[src/rtl/cbts_pkg.sv]
// cbts_pkg: widths, constants, microcode types and program rom
// for the can bit timing search core; no dependencies
package cbts_pkg;

  localparam int CLK_W  = 27;
  localparam int BAUD_W = 20;
  localparam int DIVQ_W = 4;
  localparam int TW_W   = 15;
  localparam int CNT_W  = 5;
  localparam int QD_W   = 10;
  localparam int PROD_W = 15;

  localparam logic [CLK_W-1:0] CLOCK_RATE_RST = 27'd48000000;
  localparam logic [DIVQ_W-1:0] DIV_MAX       = 4'd15;
  localparam logic [5:0]        QUANTA_MAX    = 6'd32;
  localparam logic [4:0]        SEGS_MIN      = 5'd3;
  localparam logic [4:0]        SEGS_MAX      = 5'd17;

  // program addresses
  typedef enum logic [2:0] {
    ST_IDLE   = 3'd0,
    ST_CHECK  = 3'd1,
    ST_DIVIDE = 3'd2,
    ST_SINIT  = 3'd3,
    ST_SEARCH = 3'd4,
    ST_HIT    = 3'd5,
    ST_EMIT   = 3'd6
  } step_t;

  // jump conditions
  typedef enum logic [2:0] {
    COND_NONE,
    COND_ALWAYS,
    COND_IN_VALID,
    COND_BAUD_ZERO,
    COND_DIV_LAST,
    COND_STOP,
    COND_OUT_FREE
  } cond_t;

  typedef struct packed {
    logic in_ready;
    logic res_clear;
    logic div_init;
    logic div_step;
    logic srch_init;
    logic srch_step;
    logic res_hit;
    logic out_load;
  } ctrl_t;

  typedef struct packed {
    cond_t cond;
    step_t target;
    logic  hold;
    ctrl_t ctrl;
  } ucode_t;

  typedef struct packed {
    logic in_valid;
    logic baud_zero;
    logic div_last;
    logic stop;
    logic out_free;
  } stat_t;

  function automatic ucode_t ucode_rom(input step_t addr);
    ucode_t uc;
    uc = '0;
    unique case (addr)
      ST_IDLE: begin
        uc.ctrl.in_ready = 1'b1;
        uc.cond = COND_IN_VALID; uc.target = ST_CHECK; uc.hold = 1'b1;
      end
      ST_CHECK: begin
        uc.ctrl.res_clear = 1'b1;
        uc.ctrl.div_init  = 1'b1;
        uc.cond = COND_BAUD_ZERO; uc.target = ST_EMIT; uc.hold = 1'b0;
      end
      ST_DIVIDE: begin
        uc.ctrl.div_step = 1'b1;
        uc.cond = COND_DIV_LAST; uc.target = ST_SINIT; uc.hold = 1'b1;
      end
      ST_SINIT: begin
        uc.ctrl.srch_init = 1'b1;
        uc.cond = COND_NONE; uc.target = ST_IDLE; uc.hold = 1'b0;
      end
      ST_SEARCH: begin
        uc.ctrl.srch_step = 1'b1;
        uc.cond = COND_STOP; uc.target = ST_HIT; uc.hold = 1'b1;
      end
      ST_HIT: begin
        uc.ctrl.res_hit = 1'b1;
        uc.cond = COND_NONE; uc.target = ST_IDLE; uc.hold = 1'b0;
      end
      ST_EMIT: begin
        uc.ctrl.out_load = 1'b1;
        uc.cond = COND_OUT_FREE; uc.target = ST_IDLE; uc.hold = 1'b1;
      end
      default: begin
        uc.cond = COND_ALWAYS; uc.target = ST_IDLE; uc.hold = 1'b0;
      end
    endcase
    return uc;
  endfunction

endpackage

[src/rtl/cbts_in_if.sv]
// cbts_in_if: request channel carrying the baud rate
// depends on cbts_pkg
interface cbts_in_if import cbts_pkg::*; ();
  logic              valid;
  logic              ready;
  logic [BAUD_W-1:0] bit_rate;

  modport source (output valid, output bit_rate, input ready);
  modport sink   (input valid, input bit_rate, output ready);
endinterface

[src/rtl/cbts_out_if.sv]
// cbts_out_if: result channel carrying found flag, divider and timing word
// depends on cbts_pkg
interface cbts_out_if import cbts_pkg::*; ();
  logic              valid;
  logic              ready;
  logic              found;
  logic [DIVQ_W-1:0] prescale_div;
  logic [TW_W-1:0]   timing_word;

  modport source (output valid, output found, output prescale_div,
                  output timing_word, input ready);
  modport sink   (input valid, input found, input prescale_div,
                  input timing_word, output ready);
endinterface

[src/rtl/cbts_seq.sv]
// cbts_seq: step counter, program rom lookup and jump logic
// depends on cbts_pkg
module cbts_seq import cbts_pkg::*; (
  input  logic  clk,
  input  logic  rst_n,
  input  stat_t stat,
  output ctrl_t ctrl
);

  step_t  pc_r, pc_nxt;
  ucode_t uc;
  logic   take;

  always_comb begin
    uc = ucode_rom(pc_r);
    unique case (uc.cond)
      COND_NONE:      take = 1'b0;
      COND_ALWAYS:    take = 1'b1;
      COND_IN_VALID:  take = stat.in_valid;
      COND_BAUD_ZERO: take = stat.baud_zero;
      COND_DIV_LAST:  take = stat.div_last;
      COND_STOP:      take = stat.stop;
      COND_OUT_FREE:  take = stat.out_free;
      default:        take = 1'b1;
    endcase
    if (take) begin
      pc_nxt = uc.target;
    end else if (uc.hold) begin
      pc_nxt = pc_r;
    end else begin
      pc_nxt = step_t'(pc_r + 3'd1);
    end
    ctrl = uc.ctrl;
  end

  always_ff @(posedge clk) begin
    if (!rst_n) begin
      pc_r <= ST_IDLE;
    end else begin
      pc_r <= pc_nxt;
    end
  end

endmodule

[src/rtl/cbts_dp.sv]
// cbts_dp: clock rate register, restoring divider, search counters,
// result staging and output register; depends on cbts_pkg
module cbts_dp import cbts_pkg::*; (
  input  logic              clk,
  input  logic              rst_n,
  input  ctrl_t             ctrl,
  output stat_t             stat,
  input  logic              cfg_wr_en,
  input  logic [CLK_W-1:0]  cfg_wr_data,
  input  logic              in_valid,
  input  logic [BAUD_W-1:0] in_bit_rate,
  output logic              out_valid,
  input  logic              out_ready,
  output logic              out_found,
  output logic [DIVQ_W-1:0] out_prescale_div,
  output logic [TW_W-1:0]   out_timing_word
);

  logic [CLK_W-1:0]  clock_rate_r;
  logic [BAUD_W-1:0] baud_r;

  // divider
  logic [BAUD_W-1:0] rem_r, rem_nxt;
  logic [CLK_W-1:0]  quo_r, quo_nxt;
  logic [CNT_W-1:0]  cnt_r;
  logic [BAUD_W:0]   rem_sh;
  logic              ge;

  // search
  logic [DIVQ_W-1:0] div_r;
  logic [5:0]        quanta_r;
  logic [4:0]        segs_r;
  logic [QD_W-1:0]   qd_r;
  logic [4:0]        dv;
  logic [PROD_W-1:0] prod;
  logic              match, last;

  // packing
  logic [3:0] rest, seg1, seg2;
  logic [1:0] sjw;
  logic [5:0] q1;
  logic [TW_W-1:0] tw;

  // staged result and output register
  logic              res_found_r;
  logic [DIVQ_W-1:0] res_div_r;
  logic [TW_W-1:0]   res_tw_r;
  logic              out_valid_r;
  logic              out_found_r;
  logic [DIVQ_W-1:0] out_div_r;
  logic [TW_W-1:0]   out_tw_r;
  logic              out_free;

  always_comb begin
    rem_sh  = {rem_r, quo_r[CLK_W-1]};
    ge      = (rem_sh >= {1'b0, baud_r});
    rem_nxt = ge ? BAUD_W'(rem_sh - {1'b0, baud_r}) : rem_sh[BAUD_W-1:0];
    quo_nxt = {quo_r[CLK_W-2:0], ge};

    dv    = {1'b0, div_r} + 5'd1;
    prod  = PROD_W'(segs_r) * PROD_W'(qd_r);
    match = (quo_r == CLK_W'(prod));
    last  = (div_r == DIV_MAX) && (quanta_r == QUANTA_MAX) && (segs_r == SEGS_MAX);

    rest = 4'(segs_r - SEGS_MIN);
    seg1 = {1'b0, rest[3:1]};
    seg2 = rest - seg1;
    sjw  = (seg1 > 4'd3) ? 2'd3 : seg1[1:0];
    q1   = quanta_r - 6'd1;
    tw   = {seg2[2:0], seg1, sjw, q1};

    out_free = !out_valid_r || out_ready;

    stat.in_valid  = in_valid;
    stat.baud_zero = (baud_r == '0);
    stat.div_last  = (cnt_r == '0);
    stat.stop      = match || last;
    stat.out_free  = out_free;
  end

  // config register
  always_ff @(posedge clk) begin
    if (!rst_n) begin
      clock_rate_r <= CLOCK_RATE_RST;
    end else if (cfg_wr_en) begin
      clock_rate_r <= cfg_wr_data;
    end
  end

  // payload registers, no reset needed
  always_ff @(posedge clk) begin
    if (ctrl.in_ready && in_valid) begin
      baud_r <= in_bit_rate;
    end
    if (ctrl.div_init) begin
      rem_r <= '0;
      quo_r <= clock_rate_r;
      cnt_r <= CNT_W'(CLK_W - 1);
    end else if (ctrl.div_step) begin
      rem_r <= rem_nxt;
      quo_r <= quo_nxt;
      cnt_r <= cnt_r - 1'b1;
    end
    if (ctrl.srch_init) begin
      div_r    <= '0;
      quanta_r <= 6'd1;
      segs_r   <= SEGS_MIN;
      qd_r     <= QD_W'(1);
    end else if (ctrl.srch_step && !match && !last) begin
      if (segs_r == SEGS_MAX) begin
        segs_r <= SEGS_MIN;
        if (quanta_r == QUANTA_MAX) begin
          quanta_r <= 6'd1;
          div_r    <= div_r + 1'b1;
          qd_r     <= QD_W'(dv) + QD_W'(1);
        end else begin
          quanta_r <= quanta_r + 6'd1;
          qd_r     <= qd_r + QD_W'(dv);
        end
      end else begin
        segs_r <= segs_r + 5'd1;
      end
    end
    if (ctrl.res_clear) begin
      res_found_r <= 1'b0;
      res_div_r   <= '0;
      res_tw_r    <= '0;
    end else if (ctrl.res_hit && match) begin
      res_found_r <= 1'b1;
      res_div_r   <= div_r;
      res_tw_r    <= tw;
    end
    if (ctrl.out_load && out_free) begin
      out_found_r <= res_found_r;
      out_div_r   <= res_div_r;
      out_tw_r    <= res_tw_r;
    end
  end

  always_ff @(posedge clk) begin
    if (!rst_n) begin
      out_valid_r <= 1'b0;
    end else if (ctrl.out_load && out_free) begin
      out_valid_r <= 1'b1;
    end else if (out_ready) begin
      out_valid_r <= 1'b0;
    end
  end

  assign out_valid        = out_valid_r;
  assign out_found        = out_found_r;
  assign out_prescale_div = out_div_r;
  assign out_timing_word  = out_tw_r;

endmodule

[src/rtl/can_bit_timing_search_core.sv]
// can_bit_timing_search_core: top level, microcoded search for can bit timing
// depends on cbts_pkg, cbts_in_if, cbts_out_if, cbts_seq, cbts_dp
// from input transfer to result valid: check, then straight to emit for a zero baud rate, otherwise
//   divide, search init, search (one combination per cycle, up to 7680), hit and emit
// one request at a time; emit holds until the output register is free
// reset: rst_n synchronous active low; clears step counter and output valid, clock_rate 48000000
module can_bit_timing_search_core import cbts_pkg::*; (
  input  logic             clk,
  input  logic             rst_n,
  input  logic             cfg_wr_en,
  input  logic [CLK_W-1:0] cfg_wr_data,
  cbts_in_if.sink          in_ch,
  cbts_out_if.source       out_ch
);

  // control word from the program rom and status back to the jump logic
  ctrl_t ctrl;
  stat_t stat;

  // sequencer: step counter walks the rom, jumps on datapath status
  cbts_seq u_seq (
    .clk   (clk),
    .rst_n (rst_n),
    .stat  (stat),
    .ctrl  (ctrl)
  );

  // datapath: divider, search counters and output register
  cbts_dp u_dp (
    .clk              (clk),
    .rst_n            (rst_n),
    .ctrl             (ctrl),
    .stat             (stat),
    .cfg_wr_en        (cfg_wr_en),
    .cfg_wr_data      (cfg_wr_data),
    .in_valid         (in_ch.valid),
    .in_bit_rate      (in_ch.bit_rate),
    .out_valid        (out_ch.valid),
    .out_ready        (out_ch.ready),
    .out_found        (out_ch.found),
    .out_prescale_div (out_ch.prescale_div),
    .out_timing_word  (out_ch.timing_word)
  );

  // input side is ready only while the program sits in its idle step
  assign in_ch.ready = ctrl.in_ready;

endmodule

[src/flat_wrapper.sv]
// flat-port wrapper written by rule: the top's interface ports become plain ports
module can_bit_timing_search_core_flat import cbts_pkg::*;
  (clk, rst_n, cfg_wr_en, cfg_wr_data, in_ch_valid, in_ch_bit_rate, in_ch_ready, out_ch_valid, out_ch_found, out_ch_prescale_div, out_ch_timing_word, out_ch_ready);
  cbts_in_if in_ch_i ();
  cbts_out_if out_ch_i ();
  input  logic clk;
  input  logic rst_n;
  input  logic cfg_wr_en;
  input  logic [CLK_W-1:0] cfg_wr_data;
  input wire logic [$bits(in_ch_i.valid)-1:0] in_ch_valid;
  input wire logic [$bits(in_ch_i.bit_rate)-1:0] in_ch_bit_rate;
  output wire logic [$bits(in_ch_i.ready)-1:0] in_ch_ready;
  output wire logic [$bits(out_ch_i.valid)-1:0] out_ch_valid;
  output wire logic [$bits(out_ch_i.found)-1:0] out_ch_found;
  output wire logic [$bits(out_ch_i.prescale_div)-1:0] out_ch_prescale_div;
  output wire logic [$bits(out_ch_i.timing_word)-1:0] out_ch_timing_word;
  input wire logic [$bits(out_ch_i.ready)-1:0] out_ch_ready;
  assign in_ch_i.valid = in_ch_valid;
  assign in_ch_i.bit_rate = in_ch_bit_rate;
  assign in_ch_ready = in_ch_i.ready;
  assign out_ch_valid = out_ch_i.valid;
  assign out_ch_found = out_ch_i.found;
  assign out_ch_prescale_div = out_ch_i.prescale_div;
  assign out_ch_timing_word = out_ch_i.timing_word;
  assign out_ch_i.ready = out_ch_ready;
  can_bit_timing_search_core u_core (.clk(clk), .rst_n(rst_n), .cfg_wr_en(cfg_wr_en), .cfg_wr_data(cfg_wr_data), .in_ch(in_ch_i), .out_ch(out_ch_i));
endmodule
[config.mk]
export PLATFORM = sky130hd
export DESIGN_NAME = can_bit_timing_search_core_flat
export DESIGN_NICKNAME = d
export VERILOG_FILES = /design/src/rtl/cbts_pkg.sv /design/src/rtl/cbts_in_if.sv /design/src/rtl/cbts_out_if.sv /design/src/rtl/cbts_seq.sv /design/src/rtl/cbts_dp.sv /design/src/rtl/can_bit_timing_search_core.sv /design/src/flat_wrapper.sv
export SDC_FILE = /design/constraint.sdc
export NUM_CORES = 1
export LEC_CHECK = 0
export ABC_CLOCK_PERIOD_IN_PS = 6800
export BUFFER_PORTS_ARGS = -buffer_cell sky130_fd_sc_hd__clkbuf_2
export CAP_MARGIN = 20
export CELL_PAD_IN_SITES_DETAIL_PLACEMENT = 1
export CELL_PAD_IN_SITES_GLOBAL_PLACEMENT = 1
export CORE_UTILIZATION = 48
export DETAILED_ROUTE_END_ITERATION = 6
export PLACE_DENSITY_LB_ADDON = 0.08
export REMOVE_ABC_BUFFERS = 1
export SLEW_MARGIN = 5
export SYNTH_ARGS = -nofsm -noshare
export SYNTH_HDL_FRONTEND = slang
export SYNTH_SLANG_ARGS = --single-unit
[constraint.sdc]
create_clock -name clk -period 6.8 [get_ports clk]
set_input_delay 0 -clock clk [delete_from_list [all_inputs] [get_ports clk]]
set_output_delay 0 -clock clk [all_outputs]
set_load 0.02 [all_outputs]
---- Yosys cells after proc, flatten, opt, wreduce, memory -nomap -nowiden ----
Cells that the tools add are included.
cells by class
  add/sub/neg operators ................... 12
  multipliers ............................. 1
  $lt $le $gt $ge ......................... 2
  equal/unequal tests ..................... 16
  muxes and demuxes ....................... 20
  reduce and logical (&&, ||, !) cells .... 21
operators by type and width
  cell                   count
  $mux W27               2
  $pmux W7 S6            1
  $eq A27 B15 Y1         1
  $ge A21 B20 Y1         1
  $logic_not A20 Y1      1
  $mux W20               1
  $sub A20 B20 Y20       1
  $eq A3 B3 Y1 const B   6
  $mul A5 B10 Y15        1
  $eq A3 B2 Y1 const B   4
  $add A10 B5 Y10        1
  $mux W10               1
  $mux W1                8
  $logic_and A1 B1 Y1    7
  $add A5 B1 Y6 const B  1
  $add A6 B1 Y6 const B  1
  $eq A6 B6 Y1 const B   1
  $logic_not A3 Y1       2
  $mux W3                2
  $mux W6                1
  $pmux W1 S6            1
  $sub A6 B1 Y6 const B  1
  $add A4 B1 Y5 const B  1
  $add A5 B1 Y5 const B  1
  19 further kinds       24
storage, ports and cells
  register bits ........................... 166
  input port bits ......................... 52
  output and inout port bits .............. 22
  logic and storage cells ................. 89

---- Longest topological paths before layout ----
  depth in word-level cells ............... 6
  depth in mapped cells ................... 18
  gate-level depth less buffers ........... 15

---- Modules after synthesis ----
A second synthesis with hierarchy kept.
unflattened totals
  cells, all modules ...................... 1,084
  area total of the unflattened synthesis .. 10,527.6 um^2
modules (own cells, without submodules)
  module    instances  cells an instance  area each (um^2)
  cbts_dp   1          1,022              10,027.1
  cbts_seq  1          62                 500.5

---- Least setup slack after synthesis ----
Ideal clock, no wire load.
  kind .................................... reg-to-reg
  start point ............................. register u_core.u_dp.segs_r[4]
  end point ............................... register u_core.u_dp.div_r[2]
  setup time .............................. 121 ps
  arrival time ............................ 4,965 ps
  data required time ...................... 6,679 ps
  setup slack ............................. 1,714 ps
  stages on the path, launching flop included .. 17
  buffers on the path ..................... 2
  clock period less this slack ............ 5,086 ps
  cells stage by stage .................... dfxtp_1 -> clkbuf_1 -> nand2_1 -> fa_1 -> fa_1 -> inv_1 -> fa_1 -> ha_1 -> xnor3_1 -> o31ai_1 -> or3_1 -> or4_4 -> a2111oi_4 -> and2_4 -> buf_12 -> nor3b_1 -> mux2_4
on the way
  cells in the longest elaborated chain, start to end .. 6
  elaborated cells on any way between the ends .. 9
ends and longest elaborated chain
  element                                 line            text
  from (decl)                             cbts_dp.sv:32   logic [4:0] segs_r;
  from (signal assigned)                  cbts_dp.sv:121  segs_r <= segs_r + 5'd1;
  $mul A5 B10 Y15                         cbts_dp.sv:61   prod = PROD_W'(segs_r) * PROD_W'(qd_r);
  $eq A27 B15 Y1                          cbts_dp.sv:62   match = (quo_r == CLK_W'(prod));
  $logic_not A1 Y1                        cbts_dp.sv:109  end else if (ctrl.srch_step && !match && !last) begin
  $logic_and A1 B1 Y1 (2 in series)       cbts_dp.sv:109
  $reduce_and A3 Y1 (no source line) (*)  -
  to (signal assigned)                    cbts_dp.sv:114  div_r <= div_r + 1'b1;
  to (decl)                               cbts_dp.sv:30   logic [DIVQ_W-1:0] div_r;
Mark *: on every way between the ends. The rest lies on a longest branch, timed or not.
A chain may end at the register's enable or synchronous reset.

---- Worst setup path after layout ----
  start point ............................. register u_core.u_dp.segs_r[2]
  end point ............................... register u_core.u_dp.quanta_r[0]
on the way
  cells in the longest elaborated chain, start to end .. 6
  elaborated cells on any way between the ends .. 9
ends and longest elaborated chain
  element                                 line            text
  $mul A5 B10 Y15                         cbts_dp.sv:61
  $eq A27 B15 Y1                          cbts_dp.sv:62
  $logic_not A1 Y1                        cbts_dp.sv:109
  $logic_and A1 B1 Y1 (2 in series)       cbts_dp.sv:109
  $reduce_and A2 Y1 (no source line) (*)  -
  to (signal assigned)                    cbts_dp.sv:117  quanta_r <= quanta_r + 6'd1;
  to (decl)                               cbts_dp.sv:31   logic [5:0] quanta_r;
Marked as above.

==> impl_metrics.toml <==
[die]
core_mm2 = 0.0204
die_y_um = 147
ioPinCount = 74
row_count = 52
die_x_um = 147
start_util_pct = 49.6
dieArea_mm2 = 0.0217

[place]
place_ws_ps = 1090
dp_cells = 1390
io_buffers = 72
gp_congestion = 0.830
dp_hpwl_um = 18700

[drt]
first_pass_iters = 4
drt-total-wl_um = 27300
drt-vias-per-instance = 5.66
dr.first_iter.drc_count = 281
wl_per_cell_um = 18.5
drc = 0
vias = 8333
drtAntennaViolNets = 0

[global_route]
globalRouteTotalUtil_pct = 26.2
grt_max_degree = 38
antenna_found_initial = 0
grt-ovfl-total = 0
grt_pass1_vias = 8764
grt_pass1_wl_um = 44500

[worst_setup_path]
worstPathRequired_ps = 7130
crit_type = "reg2reg"
end_kind = "flop"
path_common_cell = "fa_1"
crit_path_start_kind = "flop"
path_max_fanout = 29
crit_slowest_cell = "dfxtp_1"
worstRegToRegCells = 14
critical_path_arrival_ps = 6110
path_cells = "nand2_1 -> fa_1 -> fa_1 -> inv_1 -> fa_1 -> ha_1 -> xnor3_1 -> o31ai_1 -> or3_1 -> or4_4 -> a2111oi_4 -> and2_4 -> o21ai_1 -> o21bai_1"
slowest_delay_ps = 710

[hold_path]
hold_class = "in2reg"
min_path_cells = 2

[pwr]
vdd_drop_max_mv = 0.212
power_density_mw_per_mm2 = 351
power.total_w = 0.00413
leakage_nw = 5.01

[logic_synthesis]
synthTopCellsByCount = "nand2_1, dfxtp_1, inv_1"
synthFlopType = "dfxtp_1"
netlist_top_cells_area = "dfxtp_1, edfxtp_1, ha_1"
synth_edf_count = 66
yosysTopAreaCell = "dfxtp_1"
synth_top_area_share_pct = 19.8
yosys_warnings = 0
yosys_register_bits = 166
yosysMostFrequentCell = "nand2_1"
syn_inst = 1087
yosysUniqueCellTypes = 75
async_flop_share_pct = 0
syn_area_per_cell_um2 = 9.31
ys_seq_area_share_pct = 39.4
synthesis.area_mm2 = 0.0101

[cts]
clk_pin_slew_worst_paths_ps = 70
numCtsBuffers = 17
htree_levels = 4
root_buffer = "clkbuf_16"
clk_latency_ps = 450
cts.path.max_buffers = 2
cts_tree = "done"
cts_num_sinks = 166

[timing]
rsz0062_at_grt = "no"
slew_headroom_pct = 33.4
max_clock_freq_mhz = 173
fin_setup_tns_ps = 0
fin_skew_ps = 11.5
period_minus_slack_ps = 5780
hold_viol = 0
tightest_slew_ps = 999
layout_setup_ws_ps = 1020
setup_viol = 0
drv_slew = 0
finalCritPeriodShare_pct = 85.0

[final_layout]
diodes = 0
syn2layout_area_growth_pct = 16.2
layout.nets = 1332
finalNonFillerCells = 1471
layout-drive-gt1-share_pct = 10.4
fill_cells = 2368
final_util_pct = 57.6

[run]
drv_cap = 0

[outcome]
outcome = "finished clean"
-- repair_timing --
| item | 4_1_cts | 5_1_grt |
|---|---|---|
| gates resized for setup | 0 | 0 |
| hold buffers | 48 | 0 |
| setup buffers | 0 | 0 |
| hold endpoints to repair | 48 | 0 |
-- where the power goes --
part	switching, W	leakage, nW	internal, W
sequential	0.000242	1.41	0.00130
clock	0.000506	0.289	0.000499
combinational	0.000952	3.30	0.000632
total	0.00170	5.01	0.00243
-- layout make-up --
type | instances | area [um2] | area share (%)
inverter | 74 | 278 | 2.36
sequential | 166 | 3980 | 33.9
multi-input combinational | 800 | 5630 | 47.9
tap | 270 | 338 | 2.87
timing repair buffer | 129 | 928 | 7.89
clock buffer | 17 | 425 | 3.62
clock inverter | 15 | 181 | 1.54
-- critical path, delay by kind of cell (launching register included) --
kind / cells / cell delay, ps
adders and majority gates: 4 / 1850
and+or+nand+nor: 4 / 1420
AOI/OAI and AO/OA: 4 / 1200
DFF: 1 / 710
xor gates and xnor gates: 1 / 420
buffers and inverters: 1 / 60
-- stage by stage --
step	area (um2)	hold slack (ps)
after floorplan	9890	61.9
after global placement	10700	177
after detailed placement	10700	179
after CTS	11700	127
after global routing	11800	175
final	11800	138
-- metal layers --
metal	track usage, %	routed length, um	share of wire, %
met5	0	0	0
met4	9.18	538	2.0
met1	33.6	12500	46
met2	44.6	13300	49
met3	4.19	897	3.3
-- flip-flops by register name (all words and copies together), names as in the netlist, 5 cells and up --
signal / flops
u_core.u_dp.clock_rate_r: 27
u_core.u_dp.baud_r: 20
u_core.u_dp.quo_r: 27
u_core.u_dp.cnt_r: 5
u_core.u_dp.res_tw_r: 14
u_core.u_dp.quanta_r: 6
u_core.u_dp.qd_r: 10
u_core.u_dp.segs_r: 5
u_core.u_dp.out_timing_word: 14
u_core.u_dp.rem_r: 20
-- cell families after synthesis --
group / share of synthesized area, %
DFF: 39.4
muxes: 5.70
AOI/OAI and AO/OA: 13.3
adders and majority gates: 13.3
other: 0.0370
buffers and inverters: 5.03
xor gates and xnor gates: 5.07
and+or+nand+nor: 18.2
-- layout by cell type (no fill, tap or decap), types with 17 or more instances in the layout --
cell / n
ha_1: 66
mux2i_1: 55
and2_1: 32
dlygate4sd3_1: 48
fa_1: 26
nand2_1: 185
nand3_1: 30
a21oi_1: 48
dfxtp_1: 100
o21ai_0: 58
inv_1: 73
xnor2_1: 41
clkbuf_2: 72
nor2b_1: 22
clkbuf_16: 17
nor2_1: 41
edfxtp_1: 66
-- worst paths after layout --
path	start	slack (ps)	to
max	u_core.u_dp.segs_r[2]	1020	u_core.u_dp.quanta_r[0]
min	rst_n	140	u_core.u_dp.clock_rate_r[10]
max reg2reg	u_core.u_dp.segs_r[2]	1020	u_core.u_dp.quanta_r[0]
min reg2reg	u_core.u_dp.res_div_r[1]	430	u_core.u_dp.out_prescale_div[1]
Power figures use the tool's default switching activity.
